[src/mq3_pkg.sv]
// Shared types and constants for the median-of-three quicksort unit.
package mq3_pkg;

    localparam int unsigned VAL_W   = 32;
    localparam int unsigned TALLY_W = 16;
    localparam logic [TALLY_W-1:0] TALLY_MAX = '1;

    typedef struct packed {
        logic signed [VAL_W-1:0] value;
        logic                    last;
    } t_in_item;

    typedef struct packed {
        logic signed [VAL_W-1:0] sorted_value;
        logic                    final_res;
        logic [TALLY_W-1:0]      comparisons;
        logic [TALLY_W-1:0]      swaps;
    } t_out_item;

    typedef struct packed {
        logic [TALLY_W-1:0] cmp;
        logic [TALLY_W-1:0] swp;
    } t_tally;

    typedef struct packed {
        logic clr;
        logic inc_cmp;
        logic inc_swp;
    } t_tally_ctl;

endpackage

[src/mq3_tally.sv]
// Saturating comparison and swap counters of one sort.
module mq3_tally (
    input  logic                i_clk,
    input  logic                i_rst_n,
    input  mq3_pkg::t_tally_ctl i_ctl,
    output mq3_pkg::t_tally     o_tally
);
    import mq3_pkg::*;

    t_tally r_tally;

    always_ff @(posedge i_clk) begin
        if (!i_rst_n || i_ctl.clr) begin
            r_tally <= '0;
        end else begin
            if (i_ctl.inc_cmp && r_tally.cmp != TALLY_MAX) begin
                r_tally.cmp <= r_tally.cmp + 1'b1;
            end
            if (i_ctl.inc_swp && r_tally.swp != TALLY_MAX) begin
                r_tally.swp <= r_tally.swp + 1'b1;
            end
        end
    end

    assign o_tally = r_tally;

endmodule

[src/mq3_stack.sv]
// Stack of pending index ranges with a registered pop port.
module mq3_stack #(
    parameter int unsigned DEPTH = 64,
    parameter int unsigned AW    = 6
) (
    input  logic          i_clk,
    input  logic          i_rst_n,
    input  logic          i_push,
    input  logic [AW-1:0] i_push_lo,
    input  logic [AW-1:0] i_push_hi,
    input  logic          i_pop,
    output logic [AW-1:0] o_lo,
    output logic [AW-1:0] o_hi,
    output logic          o_empty
);
    localparam int unsigned SW = $clog2(DEPTH + 1);
    localparam int unsigned PW = $clog2(DEPTH);

    logic [2*AW-1:0] r_mem [DEPTH];
    logic [2*AW-1:0] r_rd;
    logic [SW-1:0]   r_sp;
    logic [SW-1:0]   w_top;

    assign w_top = r_sp - 1'b1;

    always_ff @(posedge i_clk) begin
        if (!i_rst_n) begin
            r_sp <= '0;
        end else if (i_push && r_sp != SW'(DEPTH)) begin
            r_sp <= r_sp + 1'b1;
        end else if (i_pop && r_sp != '0) begin
            r_sp <= w_top;
        end
    end

    always_ff @(posedge i_clk) begin
        if (i_push && r_sp != SW'(DEPTH)) begin
            r_mem[r_sp[PW-1:0]] <= {i_push_lo, i_push_hi};
        end
        r_rd <= r_mem[w_top[PW-1:0]];
    end

    assign o_lo    = r_rd[2*AW-1:AW];
    assign o_hi    = r_rd[AW-1:0];
    assign o_empty = (r_sp == '0);

endmodule

[src/median_of_three_quicksort_unit.sv]
// Top level: load buffer, quicksort sequencer and sorted output.
//
// Items arrive on i_item and are taken at a rising edge with start high and
// busy low, one per cycle while loading. Each value goes into the buffer
// until MAX_ITEMS entries are held; further values are dropped. The item
// with last set starts an in-place median-of-three quicksort of the loaded
// set, driven by a small sequencer around one comparator and a buffer with
// one read and one write port, with an explicit stack of index ranges. busy
// stays high during the sort and the output phase.
// Results then leave on o_res, each marked by a one-cycle o_valid pulse,
// in ascending order; final_res marks the greatest. The receiver cannot
// stall, so results are never held.
// Every result carries the saturating tallies of its sort.
// A synchronous active-low reset empties the buffer, clears the tallies
// and returns the block to loading; no clearing pass is needed.
module median_of_three_quicksort_unit #(
    parameter int unsigned MAX_ITEMS = 64
) (
    input  logic               i_clk,
    input  logic               i_rst_n,
    input  logic               start,
    input  mq3_pkg::t_in_item  i_item,
    output logic               busy,
    output logic               o_valid,
    output mq3_pkg::t_out_item o_res
);
    import mq3_pkg::*;

    localparam int unsigned AW = $clog2(MAX_ITEMS);
    localparam int unsigned CW = AW + 1;

    localparam logic [4:0] ST_IDLE   = 5'd0;
    localparam logic [4:0] ST_SORT   = 5'd1;
    localparam logic [4:0] ST_POP    = 5'd2;
    localparam logic [4:0] ST_POP2   = 5'd3;
    localparam logic [4:0] ST_CS_RX  = 5'd4;
    localparam logic [4:0] ST_CS_RY  = 5'd5;
    localparam logic [4:0] ST_CS_CMP = 5'd6;
    localparam logic [4:0] ST_CS_WY  = 5'd7;
    localparam logic [4:0] ST_SI_RD  = 5'd8;
    localparam logic [4:0] ST_SI_CK  = 5'd9;
    localparam logic [4:0] ST_SJ_RD  = 5'd10;
    localparam logic [4:0] ST_SJ_CK  = 5'd11;
    localparam logic [4:0] ST_SX     = 5'd12;
    localparam logic [4:0] ST_SX2    = 5'd13;
    localparam logic [4:0] ST_FIN_RD = 5'd14;
    localparam logic [4:0] ST_FIN_W1 = 5'd15;
    localparam logic [4:0] ST_FIN_W2 = 5'd16;
    localparam logic [4:0] ST_PUSH1  = 5'd17;
    localparam logic [4:0] ST_PUSH2  = 5'd18;
    localparam logic [4:0] ST_EM_RD  = 5'd19;
    localparam logic [4:0] ST_EM_OUT = 5'd20;

    localparam logic [1:0] STEP_PIVOT = 2'd3;

    logic [4:0]       r_state, n_state;
    logic [CW-1:0]    r_count;
    logic [AW-1:0]    r_lo, r_hi, r_j;
    logic [CW-1:0]    r_i;
    logic [1:0]       r_step;
    logic [VAL_W-1:0] r_vx, r_vy, r_vi, r_vj, r_pivot, r_rd;
    logic [AW-1:0]    r_k;

    logic [VAL_W-1:0] r_mem [MAX_ITEMS];

    logic             mem_we;
    logic [AW-1:0]    mem_wa, mem_ra;
    logic [VAL_W-1:0] mem_wd;

    logic [AW-1:0]    w_mid, w_x, w_y;
    logic [VAL_W-1:0] cmp_a, cmp_b;
    logic             cmp_gt;
    logic             i_le_j, i_lt_j;
    logic             accept;

    logic             stk_push, stk_pop, stk_empty;
    logic [AW-1:0]    stk_push_lo, stk_push_hi, stk_lo, stk_hi;

    t_tally_ctl       tally_ctl;
    t_tally           tally;

    assign accept = start && !busy;
    assign busy   = (r_state != ST_IDLE);
    assign w_mid  = r_lo + ((r_hi - r_lo) >> 1);
    assign i_le_j = (r_i <= {1'b0, r_j});
    assign i_lt_j = (r_i < {1'b0, r_j});

    always_comb begin
        unique case (r_step)
            2'd0:    begin w_x = r_lo;  w_y = w_mid; end
            2'd1:    begin w_x = r_lo;  w_y = r_hi;  end
            2'd2:    begin w_x = w_mid; w_y = r_hi;  end
            default: begin w_x = r_lo;  w_y = w_mid; end
        endcase
    end

    // The single shared comparator.
    always_comb begin
        cmp_a = r_rd;
        cmp_b = r_pivot;
        if (r_state == ST_CS_CMP) begin
            cmp_a = r_vx;
            cmp_b = r_rd;
        end
        cmp_gt = $signed(cmp_a) > $signed(cmp_b);
    end

    mq3_stack #(
        .DEPTH (MAX_ITEMS),
        .AW    (AW)
    ) u_stack (
        .i_clk     (i_clk),
        .i_rst_n   (i_rst_n),
        .i_push    (stk_push),
        .i_push_lo (stk_push_lo),
        .i_push_hi (stk_push_hi),
        .i_pop     (stk_pop),
        .o_lo      (stk_lo),
        .o_hi      (stk_hi),
        .o_empty   (stk_empty)
    );

    mq3_tally u_tally (
        .i_clk   (i_clk),
        .i_rst_n (i_rst_n),
        .i_ctl   (tally_ctl),
        .o_tally (tally)
    );

    always_comb begin
        n_state     = r_state;
        mem_we      = 1'b0;
        mem_wa      = w_x;
        mem_wd      = r_rd;
        mem_ra      = w_x;
        stk_push    = 1'b0;
        stk_push_lo = '0;
        stk_push_hi = r_count[AW-1:0] - 1'b1;
        stk_pop     = 1'b0;
        tally_ctl   = '0;
        unique case (r_state)
            ST_IDLE: begin
                if (accept) begin
                    if (r_count != CW'(MAX_ITEMS)) begin
                        mem_we = 1'b1;
                        mem_wa = r_count[AW-1:0];
                        mem_wd = i_item.value;
                    end
                    if (i_item.last) begin
                        n_state = ST_SORT;
                    end
                end
            end
            ST_SORT: begin
                tally_ctl.clr = 1'b1;
                if (r_count > CW'(1)) begin
                    stk_push = 1'b1;
                    n_state  = ST_POP;
                end else begin
                    n_state = ST_EM_RD;
                end
            end
            ST_POP: begin
                if (stk_empty) begin
                    n_state = ST_EM_RD;
                end else begin
                    stk_pop = 1'b1;
                    n_state = ST_POP2;
                end
            end
            ST_POP2: n_state = ST_CS_RX;
            ST_CS_RX: begin
                mem_ra  = w_x;
                n_state = ST_CS_RY;
            end
            ST_CS_RY: begin
                mem_ra  = w_y;
                n_state = ST_CS_CMP;
            end
            ST_CS_CMP: begin
                if (r_step == STEP_PIVOT || cmp_gt) begin
                    mem_we            = 1'b1;
                    mem_wa            = w_x;
                    mem_wd            = r_rd;
                    tally_ctl.inc_swp = 1'b1;
                    tally_ctl.inc_cmp = (r_step != STEP_PIVOT);
                    n_state           = ST_CS_WY;
                end else begin
                    n_state = ST_CS_RX;
                end
            end
            ST_CS_WY: begin
                mem_we = 1'b1;
                mem_wa = w_y;
                mem_wd = r_vx;
                if (r_step == STEP_PIVOT) begin
                    n_state = ST_SI_RD;
                end else begin
                    n_state = ST_CS_RX;
                end
            end
            ST_SI_RD: begin
                mem_ra = r_i[AW-1:0];
                if (i_le_j) begin
                    n_state = ST_SI_CK;
                end else begin
                    n_state = ST_SJ_RD;
                end
            end
            ST_SI_CK: begin
                if (!cmp_gt) begin
                    tally_ctl.inc_cmp = 1'b1;
                    n_state           = ST_SI_RD;
                end else begin
                    n_state = ST_SJ_RD;
                end
            end
            ST_SJ_RD: begin
                mem_ra = r_j;
                if (i_le_j) begin
                    n_state = ST_SJ_CK;
                end else begin
                    n_state = ST_SX;
                end
            end
            ST_SJ_CK: begin
                if (cmp_gt) begin
                    tally_ctl.inc_cmp = 1'b1;
                    n_state           = ST_SJ_RD;
                end else begin
                    n_state = ST_SX;
                end
            end
            ST_SX: begin
                if (i_lt_j) begin
                    mem_we            = 1'b1;
                    mem_wa            = r_i[AW-1:0];
                    mem_wd            = r_vj;
                    tally_ctl.inc_swp = 1'b1;
                    n_state           = ST_SX2;
                end else begin
                    n_state = ST_FIN_RD;
                end
            end
            ST_SX2: begin
                mem_we  = 1'b1;
                mem_wa  = r_j;
                mem_wd  = r_vi;
                n_state = ST_SI_RD;
            end
            ST_FIN_RD: begin
                mem_ra  = r_j;
                n_state = ST_FIN_W1;
            end
            ST_FIN_W1: begin
                mem_we  = 1'b1;
                mem_wa  = r_lo;
                mem_wd  = r_rd;
                n_state = ST_FIN_W2;
            end
            ST_FIN_W2: begin
                mem_we            = 1'b1;
                mem_wa            = r_j;
                mem_wd            = r_pivot;
                tally_ctl.inc_swp = 1'b1;
                n_state           = ST_PUSH1;
            end
            ST_PUSH1: begin
                stk_push_lo = r_j + 1'b1;
                stk_push_hi = r_hi;
                stk_push    = ({1'b0, r_j} + 1'b1) < {1'b0, r_hi};
                n_state     = ST_PUSH2;
            end
            ST_PUSH2: begin
                stk_push_lo = r_lo;
                stk_push_hi = r_j - 1'b1;
                stk_push    = ({1'b0, r_lo} + CW'(2)) <= {1'b0, r_j};
                n_state     = ST_POP;
            end
            ST_EM_RD: begin
                mem_ra  = r_k;
                n_state = ST_EM_OUT;
            end
            ST_EM_OUT: begin
                if ({1'b0, r_k} + 1'b1 == r_count) begin
                    n_state = ST_IDLE;
                end else begin
                    n_state = ST_EM_RD;
                end
            end
            default: n_state = ST_IDLE;
        endcase
    end

    always_ff @(posedge i_clk) begin
        if (mem_we) begin
            r_mem[mem_wa] <= mem_wd;
        end
        r_rd <= r_mem[mem_ra];
    end

    always_ff @(posedge i_clk) begin
        if (!i_rst_n) begin
            r_state <= ST_IDLE;
            r_count <= '0;
            r_k     <= '0;
            o_valid <= 1'b0;
        end else begin
            r_state <= n_state;
            o_valid <= (r_state == ST_EM_OUT);
            if (r_state == ST_IDLE && accept && r_count != CW'(MAX_ITEMS)) begin
                r_count <= r_count + 1'b1;
            end
            if (r_state == ST_EM_OUT) begin
                if (n_state == ST_IDLE) begin
                    r_count <= '0;
                    r_k     <= '0;
                end else begin
                    r_k <= r_k + 1'b1;
                end
            end
        end
    end

    always_ff @(posedge i_clk) begin
        unique case (r_state)
            ST_POP2: begin
                r_lo   <= stk_lo;
                r_hi   <= stk_hi;
                r_step <= '0;
            end
            ST_CS_RY: r_vx <= r_rd;
            ST_CS_CMP: begin
                r_vy <= r_rd;
                if (!(r_step == STEP_PIVOT || cmp_gt)) begin
                    r_step <= r_step + 1'b1;
                end
            end
            ST_CS_WY: begin
                if (r_step == STEP_PIVOT) begin
                    r_pivot <= r_vy;
                    r_i     <= {1'b0, r_lo} + 1'b1;
                    r_j     <= r_hi;
                end else begin
                    r_step <= r_step + 1'b1;
                end
            end
            ST_SI_CK: begin
                r_vi <= r_rd;
                if (!cmp_gt) begin
                    r_i <= r_i + 1'b1;
                end
            end
            ST_SJ_CK: begin
                r_vj <= r_rd;
                if (cmp_gt) begin
                    r_j <= r_j - 1'b1;
                end
            end
            ST_EM_OUT: begin
                o_res.sorted_value <= r_rd;
                o_res.final_res    <= ({1'b0, r_k} + 1'b1 == r_count);
                o_res.comparisons  <= tally.cmp;
                o_res.swaps        <= tally.swp;
            end
            default: begin
            end
        endcase
    end

    a_final_ends: assert property (@(posedge i_clk) disable iff (!i_rst_n)
        o_valid && o_res.final_res |=> !o_valid)
        else $error("result after the final item of a set");

    a_last_starts: assert property (@(posedge i_clk) disable iff (!i_rst_n)
        start && !busy && i_item.last |=> busy)
        else $error("last item did not start the sort");

    a_busy_mid: assert property (@(posedge i_clk) disable iff (!i_rst_n)
        o_valid && !o_res.final_res |-> busy)
        else $error("block idle before the final item was sent");

    a_no_gap: assert property (@(posedge i_clk) disable iff (!i_rst_n)
        o_valid |=> !o_valid)
        else $error("results on back-to-back cycles");

endmodule
[config.mk]
export PLATFORM = sky130hd
export DESIGN_NAME = median_of_three_quicksort_unit
export DESIGN_NICKNAME = d
export VERILOG_FILES = /design/src/mq3_pkg.sv /design/src/mq3_tally.sv /design/src/mq3_stack.sv /design/src/median_of_three_quicksort_unit.sv
export SDC_FILE = /design/constraint.sdc
export NUM_CORES = 2
export LEC_CHECK = 0
export ABC_CLOCK_PERIOD_IN_PS = 9650
export BUFFER_PORTS_ARGS = -buffer_cell sky130_fd_sc_hd__buf_2
export CORE_ASPECT_RATIO = 0.75
export CORE_MARGIN = 2
export CORE_UTILIZATION = 42
export CTS_BUF_LIST = sky130_fd_sc_hd__clkbuf_16
export CTS_CLUSTER_SIZE = 10
export DETAILED_ROUTE_END_ITERATION = 12
export PLACE_DENSITY = 0.64
export SKIP_LAST_GASP = 1
export SLEW_MARGIN = 20
export SYNTH_ARGS = -nofsm -noshare
export SYNTH_HDL_FRONTEND = slang
export SYNTH_SLANG_ARGS = --single-unit
[constraint.sdc]
create_clock -name i_clk -period 9.65 [get_ports i_clk]
set_input_delay 0.4825 -clock i_clk [delete_from_list [all_inputs] [get_ports i_clk]]
set_output_delay 0.4825 -clock i_clk [all_outputs]
set_load 0.03 [all_outputs]
=== Word-level counts from Yosys, hierarchy flattened ===
Memory sizes are Yosys's and may differ from the RTL's. A register that Yosys moved wholly into a read port is not among the register bits.
Index checks and enable logic that the tools add are counted.

* Output and inout bits: 67
* Register bits after elaboration: 310
* RAM bits: 2816
* Input port bits: 36
* Memories kept: 2
* Logic and storage cells: 170

{| class="wikitable"
|+ Memory list
! memory !! words !! bits a word !! rd ports !! clocked after memory_dff !! write ports !! line !! source
|-
| r_mem || 64 || 32 || 1 || 1 || 1 || median_of_three_quicksort_unit.sv:64 || <nowiki>logic [VAL_W-1:0] r_mem [MAX_ITEMS];</nowiki>
|-
| u_stack.r_mem || 64 || 12 || 1 || 1 || 1 || mq3_stack.sv:19 || <nowiki>logic [2*AW-1:0] r_mem [DEPTH];</nowiki>
|}

* Add/sub/neg operators: 17
* Equality and inequality tests: 34
* Reduce and logical (&&, ||, !) cells: 28
* Order comparisons: 6
* Mux-type cells: 62

{| class="wikitable"
|+ Operators by type and width
! operator !! count
|-
| 32-bit 2-to-1 mux || 5
|-
| 32-bit one-hot mux with 5 select lines || 1
|-
| 5-bit one-hot mux with 21 select lines || 1
|-
| 7-bit 2-to-1 mux || 7
|-
| 6-bit 2-to-1 mux || 8
|-
| 5-bit by 4-bit == test with 1-bit output (second input constant) || 8
|-
| 6-bit one-hot mux with 2 select lines || 3
|-
| 16-bit by 1-bit adder with 16-bit output (second input constant) || 2
|-
| 32-bit > comparator || 1
|-
| 16-bit != test (second input constant) || 2
|-
| 6-bit one-hot mux with 5 select lines || 1
|-
| 5-bit == test (second input constant) || 5
|-
| 5-bit 2-to-1 mux || 5
|-
| 6-bit one-hot mux with 4 select lines || 1
|-
| 6-bit by 1-bit adder with 7-bit output (second input constant) || 3
|-
| 7-bit by 1-bit adder with 7-bit output (second input constant) || 3
|-
| 5-bit by 3-bit == test with 1-bit output (second input constant) || 4
|-
| 7-bit by 6-bit <= comparator with 1-bit output || 2
|-
| 7-bit by 6-bit less-than comparator with 1-bit output || 2
|-
| 1-bit 2-to-1 mux || 14
|-
| 2-bit 2-to-1 mux || 7
|-
| 7-bit != test (second input constant) || 2
|-
| 7-bit one-hot mux with 2 select lines || 1
|-
| 6-bit by 1-bit adder with 6-bit output (second input constant) || 2
|-
| other kinds (31) || 57
|}

=== Longest topological paths before layout ===
* Depth in word-level cells: 9
* Depth in mapped cells: 21
* Gate-level depth less buffers: 17

=== Cells and area by module ===
A second synthesis with hierarchy kept.

* Cell total of the unflattened synthesis: 9156
* Area, all modules: 127918.9 µm²

{| class="wikitable"
|+ Modules (own cells, without submodules)
! module !! area each (µm²) !! seq. area each (µm²) !! cells an instance !! instances
|-
| median_of_three_quicksort_unit || 95472.8 || 70087.2 || 7470 || 1
|-
| mq3_stack || 30789.5 || 23442.5 || 1496 || 1
|-
| mq3_tally || 1656.6 || 640.6 || 190 || 1
|}

=== Least setup slack after synthesis ===
Ideal clock, no wire load.

* Path kind: register -> register
* Start point: reg r_state[2]
* End point: mem r_mem[56][0], enable pin
* Arrival: 6988 ps
* Buffers on the path: 4
* Required time: 9189 ps
* Setup slack: 2201 ps
* Cell stages (with the launch flop): 20
* Clock period less this slack: 7449 ps
* Setup time: 461 ps
* Cell sequence: dfxtp_1 > buf_2 > nor2b_1 > nand2_1 > inv_1 > clkbuf_1 > clkbuf_1 > nand2_1 > nand2_1 > ha_1 > a21o_1 > a21o_1 > a21oi_1 > nor2b_1 > a41o_1 > mux2_4 > a21oi_2 > a21oi_1 > clkbuf_1 > nor3_1

* Cells in the longest elaborated chain, start to end: 8
* Elaborated cells between the ends (all ways): 23
* Those cells by class: order compare: 1; eq/ne: 6; mux: 9; reduce/logical: 7

{| class="wikitable"
|+ Ends and longest elaborated chain
! what !! line !! source
|-
| start: declaration || median_of_three_quicksort_unit.sv:56 || <nowiki>logic [4:0] r_state, n_state;</nowiki>
|-
| start signal: assignment || median_of_three_quicksort_unit.sv:309 || <nowiki>r_state <= n_state;</nowiki>
|-
| 5-bit by 3-bit == test with 1-bit output || median_of_three_quicksort_unit.sv:101, median_of_three_quicksort_unit.sv:141 ||
|-
| 32-bit 2-to-1 mux || median_of_three_quicksort_unit.sv:101 || <nowiki>if (r_state == ST_CS_CMP) begin</nowiki>
|-
| 32-bit > comparator || median_of_three_quicksort_unit.sv:105 || <nowiki>cmp_gt = $signed(cmp_a) > $signed(cmp_b);</nowiki>
|-
| 1-bit logical OR || median_of_three_quicksort_unit.sv:181 || <nowiki>if (r_step == STEP_PIVOT || cmp_gt) begin</nowiki>
|-
| 1-bit 2-to-1 mux || median_of_three_quicksort_unit.sv:181 ||
|-
| 1-bit one-hot mux with 4 select lines || median_of_three_quicksort_unit.sv:141 || <nowiki>unique case (r_state)</nowiki>
|-
| 1-bit 2-to-1 mux || median_of_three_quicksort_unit.sv:296 || <nowiki>if (mem_we) begin</nowiki>
|-
| 1-bit 2-to-1 mux (not written as such) || median_of_three_quicksort_unit.sv:297 || <nowiki>r_mem[mem_wa] <= mem_wd;</nowiki>
|-
| end: declaration || median_of_three_quicksort_unit.sv:64 ||
|}

Several ways; a longest one is shown, not always the timed one.

=== Worst setup path after layout ===
* Start point: reg r_state[2]
* End point: mem r_mem[50][18], enable pin

Same word-level chain as after synthesis.

==> flow_summary_export.csv <==
group,metric,value,unit
cells_and_area,nets,8938,
yosys,synth_top_family_by_area,"simple AND/OR/NAND/NOR gates",
routing,vias,79000,
critical_path,reg2reg_from,"r_state[2]$_SDFF_PN0_",
cts,cts_made_buffers,360,
sta,worst_pin_slew,1.46,ns
routing,drc,0,
sta,fin_worst_skew,0.0979,ns
worst_hold_path,hold_path.class,"in2reg",
floorplan,fp.dieH,481,um
floorplan,initial_core_util,42.2,%
floorplan,coreArea,303000,um2
floorplan,die_w,641,um
critical_path,critPathKind,"reg2reg",
power_and_ir_drop,p_leak,48.1,nW
sta,min_period_over_period,74.9,%
critical_path,critPathMostFrequentCell,"buf_4",
worst_hold_path,holdPathStages,6,
sta,min_period,7.23,ns
power_and_ir_drop,peakVddDrop,0.000544,V
critical_path,critPathLaunchType,"flop",
global_routing,grt_max_degree,163,
placement,gp_congestion,0.894,
yosys,synth-seq-cells,3170,
sta,tns,0,ns
worst_hold_path,min_from,"start",
routing,antenna_left,0,
critical_path,required,10.18,ns
global_routing,grt_pass1_wl,531,mm
routing,met3WireLength,46.3,mm
cells_and_area,ff_latch_area,94200,um2
routing,vias_per_cell,6.04,
global_routing,track_usage,23.4,%
cells_and_area,drive_gt1_share,13.7,%
yosys,synth_cell_types,94,
yosys,synth_edf_count,3068,
yosys,synth_seq_area_share,73.8,%
global_routing,antenna_found_initial,39,
cts,cts_resized,0,
cts,clk_latency,0.90,ns
power_and_ir_drop,p_per_area,317,nW/um2
cts,cts_htree_levels,5,
yosys,synth_mux_area_share,4.99,%
yosys,synth-xor-area-share,0.374,%
cts,cts.sinks,3170,
global_routing,overflow,0,
critical_path,cp_top_family,"buffers and inverters",
cells_and_area,fillers,25400,
yosys,synth_commonest_cells,"edfxtp_1 (3,068), nand2_1 (2,054), nand3_1 (629)",
flow_run,cap_violations,1,
cts,clkTransAtPathRegs,0.06,ns
cells_and_area,multi_input_area,31900,um2
sta,maxSlewHeadroom,1.56,%
critical_path,critical-path-slowest-cell,"nor3_2",
routing,top_layer,"met5",
worst_hold_path,whs_endpoint,"r_count[0]$_SDFF_PN0_",
yosys,yosysWarnings,0,
cells_and_area,final_cells,13100,
run_status,violations,"capacitance limit",
floorplan,rows,175,
yosys,avgSynthCellArea,14.7,um2
critical_path,rr_endpoint,"r_mem[50][18]$_DFFE_PP_",
sta,clock.fmax,0.138,GHz
sta,setup_violations,0,
routing,drt_first_pass_iters,9,
cells_and_area,finalInstanceArea,144000,um2
cts,post_cts_buffers,0,
placement,placed_cells,12500,
critical_path,crit_fanout,64,
global_routing,grt_pass1_vias,74500,
critical_path,r2r_slack,2.42,ns
yosys,yosysTopAreaCellShare,72.2,%
yosys,async_flop_share,0,%
critical_path,r2r_cells,18,
cts,cts_hold_buf,1,
yosys,synthSimpleGateAreaFrac,11.6,%
critical_path,path_buf_inv,6,
cts,cts-root-buf,"clkbuf_16",
routing,met1Wirelength,152,mm
routing,dr_wl_met2,159,mm
yosys,synth.most_common_cell,"edfxtp_1",
floorplan,dieArea,308000,um2
sta,setup_ws,2.42,ns
routing,wl,370,mm
yosys,synth_compound_area_share,6.25,%
sta,holdWs,0.280,ns
sta,slew_viol_final,0,
power_and_ir_drop,p_total,45.7,mW
yosys,syn_inst,8668,
critical_path,crit_arrival,7.76,ns
cells_and_area,post-route-util,47.6,%
cts,clockBufferDepth,4,
cells_and_area,syn_to_final_growth,13.0,%
sta,rsz0062_at_grt,"no",
routing,routedWlPerCell,28.2,um
run_status,status,"complete, but fails checks",
placement,place_ws,2.41,ns
placement,numPortBuffers,102,
sta,finalHoldViolCount,0,
yosys,synth_area_leader_cell,"edfxtp_1",
yosys,synth_nets,8779,
placement,dpl.hpwl,215,mm
floorplan,ios,103,
critical_path,cpPeakStageDelay,0.88,ns
yosys,synthAdderAreaFrac,0.747,%
critical_path,critPathCaptureType,"flop",
critical_path,path_cells,"nor2b_1 > nand2_1 > buf_4 > inv_4 > buf_4 > mux2i_1 > ha_1 > nand3_1 > nor3_1 > o311ai_0 > a41o_1 > mux2_4 > a21oi_2 > buf_4 > a21oi_4 > buf_4 > nor3_2 > buf_4",
routing,drt-initial-drc-count,12500,
placement,dpl_cell_area,134000,um2
yosys,synthTopCellsByArea,"edfxtp_1 (72%), nand2_1 (6.0%), mux4_2 (4.5%), nand3_1 (2.5%), dfxtp_1 (1.6%)",
yosys,synthFlopType,"edfxtp_1",
yosys,synth_area,128000,um2
cts,cts_tree,"built",
## how the worst max path moves through the flow
stage	start	end	slack (ns)	cells after the start
6_report	r_state[2]$_SDFF_PN0_	r_mem[50][18]$_DFFE_PP_	2.42	18
5_1_grt	r_state[2]$_SDFF_PN0_	r_mem[50][12]$_DFFE_PP_	2.00	18
4_1_cts	r_state[2]$_SDFF_PN0_	r_mem[8][30]$_DFFE_PP_	2.33	18
3_5_place_dp	r_state[2]$_SDFF_PN0_	r_mem[8][23]$_DFFE_PP_	2.41	18
3_3_place_gp	r_state[1]$_SDFF_PN0_	r_mem[3][5]$_DFFE_PP_	2.56	19
2_1_floorplan	r_state[2]$_SDFF_PN0_	r_mem[56][0]$_DFFE_PP_	2.20	19
## layout by cell type, fill, tap and decap left out, types with 36 or more instances in the layout
| cell | count |
|---|---|
| edfxtp_1 | 3068 |
| nand2_1 | 2053 |
| nand3_1 | 627 |
| clkbuf_16 | 370 |
| and3_1 | 305 |
| mux4_2 | 253 |
| buf_4 | 245 |
| inv_1 | 200 |
| a311oi_1 | 177 |
| a31oi_1 | 121 |
| a211oi_1 | 121 |
| nor2_1 | 117 |
| a32o_1 | 107 |
| a21oi_1 | 102 |
| buf_2 | 102 |
| dfxtp_1 | 101 |
| ha_1 | 72 |
| mux2i_1 | 59 |
| nand4_1 | 56 |
| nor3_2 | 51 |
| o21ai_0 | 50 |
| o21ai_1 | 40 |
| a221oi_1 | 36 |
## worst register-to-register path, delay by kind of cell, from the launching register on
kind	cells	cell delay (ns)
buf+inv	6	2.64
simple gates	5	1.76
flops	1	0.81
compound gates	4	0.78
mux	2	0.54
fa+ha+maj	1	0.33
## layer usage
layer	track usage (%)	vias to the layer above
met3	6.53	644
met4	7.74	12
li1	-	33500
met5	0	-
met2	33.5	4692
met1	34.5	40100
## kinds of logic after synthesis
family | Yosys count
DFF | 3170
xor gates and xnor gates | 53
adders and majority gates | 75
AOI/OAI and AO/OA | 1048
and+or+nand+nor | 3379
muxes | 318
buffers and inverters | 625
## sequential cells by signal, indices dropped and copies added, names as in the netlist, 7 cells and up
signal,cells
r_rd,32
r_pivot,32
r_vx,32
u_stack.r_rd,12
r_vi,32
r_count,7
r_mem,2048
r_vy,32
u_stack.r_sp,7
r_i,7
u_stack.r_mem,768
o_res,65
r_vj,32
u_tally.o_tally,32
## area by class of cell
cell class                 count  area share, %
antenna                        9         0.0156
sequential                  3170           65.3
multi-input combinational   4873           22.1
clock inverter               169          0.535
timing repair buffer         370           1.96
tap                         4071           3.53
inverter                      52          0.138
clock buffer                 370           6.42
## report_power, final
part	internal [mW]	total, mW	switching, mW
Sequential	19.9	20.3	0.451
Clock	6.82	12.0	5.18
Combinational	2.55	13.4	10.9
Total	29.3	45.7	16.5
No activity file was read; power rests on OpenSTA's default activity.
